File: src/rtl/vfc_pkg.sv
// shared types and constants for the view frustum cull test
`default_nettype none

package vfc_pkg;

    localparam int NUM_REGS    = 8;
    localparam int NUM_PLANES  = 6;
    localparam int REG_INDEX_W = 4;
    localparam int MAT_W       = 64;

    localparam logic [1:0] FUNC_SPHERE = 2'd1;
    localparam logic [1:0] FUNC_BOX    = 2'd2;

    localparam logic [1:0] VERDICT_OUTSIDE   = 2'd0;
    localparam logic [1:0] VERDICT_INTERSECT = 2'd1;
    localparam logic [1:0] VERDICT_INSIDE    = 2'd2;

    typedef enum logic [2:0] {
        PL_IDLE,
        PL_SQ,
        PL_ROOT,
        PL_LOAD,
        PL_DIV
    } plane_state_t;

    typedef logic [NUM_REGS-1:0][MAT_W-1:0] matrix_t;

    typedef struct packed {
        logic                  busy;
        logic [NUM_PLANES-1:0] ok;
    } plane_status_t;

endpackage

`default_nettype wire

File: src/rtl/vfc_planes.sv
// plane extraction and normalization sequencer
`default_nettype none

module vfc_planes
    import vfc_pkg::*;
#(
    parameter int FRACTION_BITS = 16
)
(
    input  wire logic          clk,
    input  wire logic          rst_n,
    input  wire logic          restart,
    input  wire matrix_t       mat,
    output plane_status_t      status,
    output logic [NUM_PLANES-1:0][3:0][33+FRACTION_BITS-1:0] coef
);

    localparam int AW = 33 + FRACTION_BITS;
    localparam int NW = AW - 1;
    localparam int SW = $clog2(NW);

    plane_state_t state_reg, state_next;
    logic [2:0]    plane_reg;
    logic [1:0]    k_reg;
    logic [SW-1:0] step_reg;
    logic [63:0]   l2_reg;
    logic [63:0]   v_reg, r_reg, bit_reg;
    logic [31:0]   len_reg;
    logic [NW-1:0] num_reg;
    logic [31:0]   rem_reg;
    logic          neg_reg;
    logic [NUM_PLANES-1:0] ok_reg;
    logic [NUM_PLANES-1:0][3:0][AW-1:0] coef_reg;

    logic signed [32:0] e3, er, sum33, mag33;
    logic signed [31:0] c;
    logic [31:0]   mag;
    logic [63:0]   sq;
    logic [63:0]   trial, r_nx, v_nx;
    logic          root_ge;
    logic [32:0]   rem_sh;
    logic          div_ge;
    logic [31:0]   rem_nx;
    logic [NW-1:0] num_nx;
    logic [AW-1:0] q_ext, a_val;
    logic          sq_last, root_last, root_zero, div_last, plane_last;

    function automatic logic signed [31:0] elem(input matrix_t m, input logic [1:0] row,
                                                input logic [1:0] col);
        logic [63:0] w;
        begin
            w = m[{row, col[1]}];
            return col[0] ? w[63:32] : w[31:0];
        end
    endfunction

    // raw coefficient of the current plane, saturated to 32 bits
    always_comb
    begin
        e3    = 33'(elem(mat, 2'd3, k_reg));
        er    = 33'(elem(mat, plane_reg[2:1], k_reg));
        sum33 = plane_reg[0] ? e3 - er : e3 + er;
        if (sum33[32] != sum33[31])
            c = sum33[32] ? 32'sh8000_0000 : 32'sh7FFF_FFFF;
        else
            c = sum33[31:0];
        mag33 = c[31] ? -33'(c) : 33'(c);
        mag   = mag33[31:0];
        sq    = mag * mag;
    end

    // one root bit per cycle
    always_comb
    begin
        trial   = r_reg + bit_reg;
        root_ge = v_reg >= trial;
        r_nx    = root_ge ? (r_reg >> 1) + bit_reg : r_reg >> 1;
        v_nx    = root_ge ? v_reg - trial : v_reg;
    end

    // restoring divide, one quotient bit per cycle
    always_comb
    begin
        rem_sh = {rem_reg, num_reg[NW-1]};
        div_ge = rem_sh >= {1'b0, len_reg};
        rem_nx = div_ge ? 32'(rem_sh - {1'b0, len_reg}) : rem_sh[31:0];
        num_nx = {num_reg[NW-2:0], div_ge};
        q_ext  = {1'b0, num_nx};
        a_val  = neg_reg ? -q_ext : q_ext;
    end

    always_comb
    begin
        sq_last    = (k_reg == 2'd2);
        root_last  = (step_reg == SW'(31));
        root_zero  = (r_nx[31:0] == 32'd0);
        div_last   = (step_reg == SW'(NW - 1));
        plane_last = (plane_reg == 3'(NUM_PLANES - 1));
    end

    always_comb
    begin
        state_next = state_reg;
        case (state_reg)
            PL_IDLE:
                state_next = PL_IDLE;
            PL_SQ:
                if (sq_last)
                    state_next = PL_ROOT;
            PL_ROOT:
                if (root_last)
                begin
                    if (!root_zero)
                        state_next = PL_LOAD;
                    else
                        state_next = plane_last ? PL_IDLE : PL_SQ;
                end
            PL_LOAD:
                state_next = PL_DIV;
            PL_DIV:
                if (div_last)
                begin
                    if (k_reg != 2'd3)
                        state_next = PL_LOAD;
                    else
                        state_next = plane_last ? PL_IDLE : PL_SQ;
                end
            default:
                state_next = PL_IDLE;
        endcase
        if (restart)
            state_next = PL_SQ;
    end

    always_comb
    begin
        status.busy = (state_reg != PL_IDLE);
        status.ok   = ok_reg;
        coef        = coef_reg;
    end

    always_ff @(posedge clk or negedge rst_n)
    begin
        if (!rst_n)
        begin
            state_reg <= PL_SQ;
            plane_reg <= '0;
            k_reg     <= '0;
            step_reg  <= '0;
            l2_reg    <= '0;
        end
        else
        begin
            state_reg <= state_next;
            if (restart)
            begin
                plane_reg <= '0;
                k_reg     <= '0;
                step_reg  <= '0;
                l2_reg    <= '0;
            end
            else
            begin
                case (state_reg)
                    PL_SQ:
                    begin
                        l2_reg <= l2_reg + sq;
                        k_reg  <= sq_last ? 2'd0 : k_reg + 2'd1;
                        step_reg <= '0;
                    end
                    PL_ROOT:
                    begin
                        step_reg <= root_last ? '0 : step_reg + SW'(1);
                        if (root_last && root_zero)
                        begin
                            plane_reg <= plane_reg + 3'd1;
                            l2_reg    <= '0;
                        end
                    end
                    PL_LOAD:
                        step_reg <= '0;
                    PL_DIV:
                    begin
                        step_reg <= div_last ? '0 : step_reg + SW'(1);
                        if (div_last)
                        begin
                            k_reg <= k_reg + 2'd1;
                            if (k_reg == 2'd3)
                            begin
                                plane_reg <= plane_reg + 3'd1;
                                l2_reg    <= '0;
                            end
                        end
                    end
                    default:
                        step_reg <= '0;
                endcase
            end
        end
    end

    always_ff @(posedge clk)
    begin
        case (state_reg)
            PL_SQ:
                if (sq_last)
                begin
                    v_reg   <= l2_reg + sq;
                    r_reg   <= '0;
                    bit_reg <= 64'd1 << 62;
                end
            PL_ROOT:
            begin
                v_reg   <= v_nx;
                r_reg   <= r_nx;
                bit_reg <= bit_reg >> 2;
                if (root_last)
                begin
                    len_reg           <= r_nx[31:0];
                    ok_reg[plane_reg] <= !root_zero;
                    if (root_zero)
                        coef_reg[plane_reg] <= '0;
                end
            end
            PL_LOAD:
            begin
                num_reg <= NW'({mag, {FRACTION_BITS{1'b0}}}) + NW'(len_reg >> 1);
                neg_reg <= c[31];
                rem_reg <= '0;
            end
            PL_DIV:
            begin
                rem_reg <= rem_nx;
                num_reg <= num_nx;
                if (div_last)
                    coef_reg[plane_reg][k_reg] <= a_val;
            end
            default:
                neg_reg <= neg_reg;
        endcase
    end

endmodule

`default_nettype wire

File: config.mk
export PLATFORM = sky130hd
export DESIGN_NAME = vfc_planes
export DESIGN_NICKNAME = d
export VERILOG_FILES = /design/src/rtl/vfc_pkg.sv /design/src/rtl/vfc_planes.sv
export SDC_FILE = /design/constraint.sdc
export NUM_CORES = 2
export LEC_CHECK = 0
export BUFFER_PORTS_ARGS = -buffer_cell sky130_fd_sc_hd__buf_4
export CORE_AREA = 10 10 660 662
export DETAILED_ROUTE_END_ITERATION = 8
export DIE_AREA = 0 0 670 672
export HOLD_SLACK_MARGIN = 0.03
export SYNTH_ARGS = -nofsm -noshare
export SYNTH_HDL_FRONTEND = slang
export SYNTH_SLANG_ARGS = --single-unit
File: constraint.sdc
create_clock -name clk -period 16.7 [get_ports clk]
set_input_delay 1.67 -clock clk [delete_from_list [all_inputs] [get_ports clk]]
set_output_delay 1.67 -clock clk [all_outputs]
set_load 0.05 [all_outputs]
### Word level (Yosys, flattened, before mapping)

Index checks and enable logic that the tools add are counted.

* RAM bits: 0
* memories kept: 0
* bits in read-only memories: 0
* bits in latches: 0
* register bits: 1565
* word-level logic and storage cells: 164

* shift-type cells: 0
* multiplexer cells: 62
* $lt $le $gt $ge: 8
* reduce and logical (&&, ||, !) cells: 20
* $mul: 1
* bitwise logic cells: 2
* div/mod/pow operators: 0
* equal/unequal tests: 21
* add/subtract/negate cells: 13

Operators with widths (number)
* $mux W1176: 3
* $pmux W1176 S2: 1
* $and A1176 B1176 Y1176: 1
* $bwmux W1176: 1
* $demux W196 S3: 2
* $not A1176 Y1176: 1
* $mux W64: 12
* $mux W196: 2
* $pmux W64 S2: 3
* $bmux W64 S3: 1
* $mux W32: 6
* $pmux W64 S3: 1
* $add A64 B64 Y64: 2
* $demux W49 S2: 1
* $mux W49: 2
* $pmux W48 S2: 1
* $add A63 B64 Y64: 1
* $ge A64 B64 Y1: 1
* $mul A32 B32 Y64: 1
* $pmux W32 S2: 1
* $sub A64 B64 Y64: 1
* $neg A48 Y49: 1
* $add A48 B31 Y48: 1
* $add A32 B32 Y33: 1
* 40 further kinds: 79

### Depth between registers and ports, before layout

* depth after elaboration: 13
* depth in mapped cells: 83
* depth with buffers taken out: 68

### Worst setup path after synthesis

No wires, ideal clock.

* path type: input to register
* from: input port mat[488] (netlist name)
* to: register v_reg[63], data pin
* path slack: -1.779 ns
* cell stages on the path: 68
* arrival time: 18.211 ns
* buffers on the path: 10
* cells stage by stage: mux4_2 -> nand2_1 -> nand2_1 -> or4_4 -> nor4_2 -> and3_1 -> nor2b_1 -> nand2_1 -> o21a_1 -> xnor2_1 -> ha_1 -> clkbuf_1 -> nor2b_1 -> o2111ai_1 -> o21ai_0 -> nor4b_1 -> o31ai_1 -> xor2_1 -> (+32 left out) -> fa_1 -> inv_1 -> fa_1 -> inv_1 -> ha_1 -> a21o_1 -> a21o_1 -> a21o_1 -> a21oi_1 -> a31oi_1 -> o41a_1 -> a211o_1 -> a21oi_1 -> nor2b_1 -> a221oi_1 -> o21ai_0 -> xnor2_1 -> mux2i_1

* cells in the longest elaborated chain, start to end: 13
* elaborated cells between the ends (all ways): 18

Ends and longest elaborated chain
* start: declaration: RTL line vfc_planes.sv:13 `input wire matrix_t mat,`
* $bmux W64 S3 / $mux W64 (equally long branches): RTL line vfc_planes.sv:52 `w = m[{row, col[1]}];`
* $mux W64 (implied by the code): RTL line vfc_planes.sv:52
* $mux W32: RTL line vfc_planes.sv:53 `return col[0] ? w[63:32] : w[31:0];`
* $add A32 B32 Y33 / $sub A32 B32 Y33 (equally long branches): RTL line vfc_planes.sv:62 `sum33 = plane_reg[0] ? e3 - er : e3 + er;`
* $mux W33 *: RTL line vfc_planes.sv:62
* $mux W32 / $ne A1 B1 Y1 (equally long branches): RTL line vfc_planes.sv:64, vfc_planes.sv:63
* $mux W32 *: RTL line vfc_planes.sv:63 `if (sum33[32] != sum33[31])`
* $neg A32 Y32: RTL line vfc_planes.sv:67 `mag33 = c[31] ? -33'(c) : 33'(c);`
* $mux W32 *: RTL line vfc_planes.sv:67
* $mul A32 B32 Y64 *: RTL line vfc_planes.sv:69 `sq = mag * mag;`
* $add A64 B64 Y64 *: RTL line vfc_planes.sv:208 `v_reg <= l2_reg + sq;`
* $mux W64 *: RTL line vfc_planes.sv:206 `if (sq_last)`
* $pmux W64 S2 *: RTL line vfc_planes.sv:204 `case (state_reg)`
* end signal: assignment: RTL line vfc_planes.sv:208
* end signal: assignment: RTL line vfc_planes.sv:214 `v_reg <= v_nx;`
* end: declaration: RTL line vfc_planes.sv:27 `logic [63:0] v_reg, r_reg, bit_reg;`

Mark *: on every way between the ends. The rest lies on a longest branch, timed or not. The select of a mux whose other input is x is not followed.
A chain may end at the register's enable or synchronous reset.

### Final worst setup path

* from: register plane_reg[2]
* to: register v_reg[63], data pin

* cells in the longest elaborated chain, start to end: 13
* elaborated cells between the ends (all ways): 15

Ends and longest elaborated chain
* start: declaration: RTL line vfc_planes.sv:23 `logic [2:0] plane_reg;`
* start signal: assignment: RTL line vfc_planes.sv:176 `plane_reg <= plane_reg + 3'd1;`
* start signal: assignment: RTL line vfc_planes.sv:190 `plane_reg <= plane_reg + 3'd1;`
* $bmux W64 S3 *: RTL line vfc_planes.sv:52
* $mux W64 (implied by the code) *: RTL line vfc_planes.sv:52
* $mux W32 *: RTL line vfc_planes.sv:53
* $add A32 B32 Y33 / $sub A32 B32 Y33 (equally long branches): RTL line vfc_planes.sv:62
* $mux W33 *: RTL line vfc_planes.sv:62
* $mux W32 / $ne A1 B1 Y1 (equally long branches): RTL line vfc_planes.sv:64, vfc_planes.sv:63
* $mux W32 *: RTL line vfc_planes.sv:63
* $neg A32 Y32: RTL line vfc_planes.sv:67
* $mux W32 *: RTL line vfc_planes.sv:67
* $mul A32 B32 Y64 *: RTL line vfc_planes.sv:69
* $add A64 B64 Y64 *: RTL line vfc_planes.sv:208
* $mux W64 *: RTL line vfc_planes.sv:206
* $pmux W64 S2 *: RTL line vfc_planes.sv:204

Marks and branches as above.

==> metrics <==
WL/cell 29.61 um; r2r worst-path depth 67; area grow syn2layout 29.33%; DIE HEIGHT 672 um; number of global-route vias before repair 93,807; total grt overflow 0; yosys warns 0; clock transition at the registers of the reported paths 0.07 ns; GR Layer Usage met3 0.04838; layout cell share with drive strength beyond 1 0.2511; M1 GR Usage 0.3195; Yosys reg bits 1,533; Starting Density 0.2633; CTS H-tree lvls 4; Post-synth EDFFs 1,455; CP required 17.23 ns; final-layout fill cell count 43,285; Detailed Route Iter0 Violations 11,911; Nets 15,110; Hold Violations, Final 0; CP max stage delay 0.61 ns; worst skew pair latency 0.88 ns; CTS sink cnt 1,533; fmax 0.06244 GHz; Syn Std Cell Area 0.1112 sq mm; number of antenna violations at the first check in global routing 78; ys flop type edfxtp_1; first-pass GRT wire length 772,700 um; async set or reset register ratio after synthesis 0.05088; arrival time worst endpoint 16.55 ns; DRT antenna net count 0; crit-path max FO 16; most frequent cells in the layout buf_4, nand2_1, edfxtp_1, o21ai_0, inv_1; Syn Inst Count 10,987; I/O pins 1,698; hold path startpoint step_reg[0]; Synth top area share 0.3931; post-layout min period 16.01 ns; first-pass iteration count of the detailed router 6; Final period util 0.9590; Hold Path Depth 1; HP Class reg2reg; max cap viols 0; CTS max path bufs 4; WHS 0.4874 ns; CP Class reg2reg; Yosys top cell by area edfxtp_1; Vias/cell 5.051; Largest register FFs 1,176; grt peak-use layer met2; M2 GR Usage 0.3786; final setup vio count 0; slowest CP cell nor2b_4; gpl congestion 0.9660; cell types occupying the most area after synthesis edfxtp_1, fa_1, o21ai_0, nand2_1, ha_1; root buf cell clkbuf_16; largest net degree at the start of global routing 197; Syn Area/Cell 10.12 sq um; count of cell types in the netlist 109; row cnt 239; DRC Markers 0; hold buffers post-CTS 0; Worst setup EP type flop; outcome finished clean; gr usage total 0.2396; Die X 670 um; count of buffers from port buffering 1,697; FF-to-FF Start plane_reg[2]; dpl hpwl 447,600 um; Die ar. 0.4502 sq mm; Crit path top cell by count fa_1; Layout Utilization 0.3405; total CTS buffers 174; Least-Margin Pin Slew 1.354 ns; Slew Viols, Final 0; core area 0.4222 sq mm; Slew HR 0.09766; Layout Skew 0.1072 ns; commonest non-fill, non-tap cell in the layout buf_4; Worst Setup SP plane_reg[2]; Detailed Route WL 565,100 um; dpl cells 18,715; Final Non-Filler Cells 19,084; register area share after synthesis 0.4106; DR vias 96,390; Worst setup SP type flop; CTS tree yes
-- worst paths after layout --
path | slack (ns) | endpoint
worst min register to register | 0.49 | step_reg[0]
worst min-delay path | 0.49 | step_reg[0]
max in group asynchronous | 14.61 | k_reg[0]
min in group asynchronous | 0.83 | l2_reg[43]
worst max-delay path | 0.69 | v_reg[63]
worst max register to register | 0.69 | v_reg[63]
-- synth_stat cells (all sizes together), types with 34 or more instances --
| cell type | instances |
|---|---|
| a21oi | 305 |
| inv | 1286 |
| and2 | 56 |
| o21bai | 34 |
| o31ai | 51 |
| mux2 | 72 |
| nor3 | 66 |
| nor2b | 50 |
| a31oi | 89 |
| o21ai | 1395 |
| a21o | 132 |
| nor2 | 672 |
| fa | 877 |
| xor2 | 200 |
| mux2i | 98 |
| and3 | 78 |
| nand2 | 1792 |
| a221oi | 35 |
| nand4 | 39 |
| ha | 465 |
| nand3 | 69 |
| clkbuf | 514 |
| buf | 123 |
| nand2b | 68 |
| dfrtp | 77 |
| mux4 | 73 |
| a22o | 67 |
| a211oi | 50 |
| xnor2 | 190 |
| or3 | 56 |
| edfxtp | 1455 |
-- repair_timing --
item,4_1_cts,5_1_grt
buffers inserted,0,25
resized for setup,0,44
setup endpoints to repair,0,65
-- logic make-up after synthesis --
family,Yosys count,share of synthesized area
xor+xnor,390,0.03073
flops,1533,0.4106
simple gates,3072,0.1182
compound gates,2468,0.1320
mux,243,0.03094
buf+inv,1937,0.06720
fa+ha+maj,1342,0.2103
other cells,2,0.00006756
-- per-layer routing --
layer | share of wire | routed length, um
met1 | 0.41 | 234200
met5 | 0.00022 | 124
met4 | 0.049 | 27450
met2 | 0.45 | 255100
met3 | 0.085 | 48260
-- stage by stage --
stage	TNS, ns	instance area, sq um	setup WS (ns)
2_1_floorplan	0	111500	0.001187
3_3_place_gp	-8.540	137700	-0.4259
3_5_place_dp	-16.43	137700	-0.5890
4_1_cts	0	143300	0.07333
5_1_grt	-0.07641	143700	-0.03129
6_report	0	143800	0.6850
-- area by class of cell --
cell class | instances | area, sq um | share of cell area
multi-input combinational | 7540 | 59760 | 0.4157
sequential | 1533 | 45660 | 0.3176
timing repair buffer | 2704 | 20740 | 0.1443
tap | 5663 | 7086 | 0.04929
inverter | 1300 | 4897 | 0.03406
clock buffer | 204 | 4551 | 0.03165
clock inverter | 98 | 968.4 | 0.006736
antenna | 42 | 105.1 | 0.0007311
-- worst max-delay path: cells and delay by family (launching register included) --
kind	cells	cell delay [ns]
DFF	1	0.52
AOI/OAI and AO/OA	25	4.72
buffers and inverters	14	1.78
muxes	2	0.29
and+or+nand+nor	11	2.77
adders and majority gates	12	4.97
xor gates and xnor gates	3	0.64
Power is not shown: default switching activity piles up to over one toggle a cycle in this logic, so the estimate is an artifact.
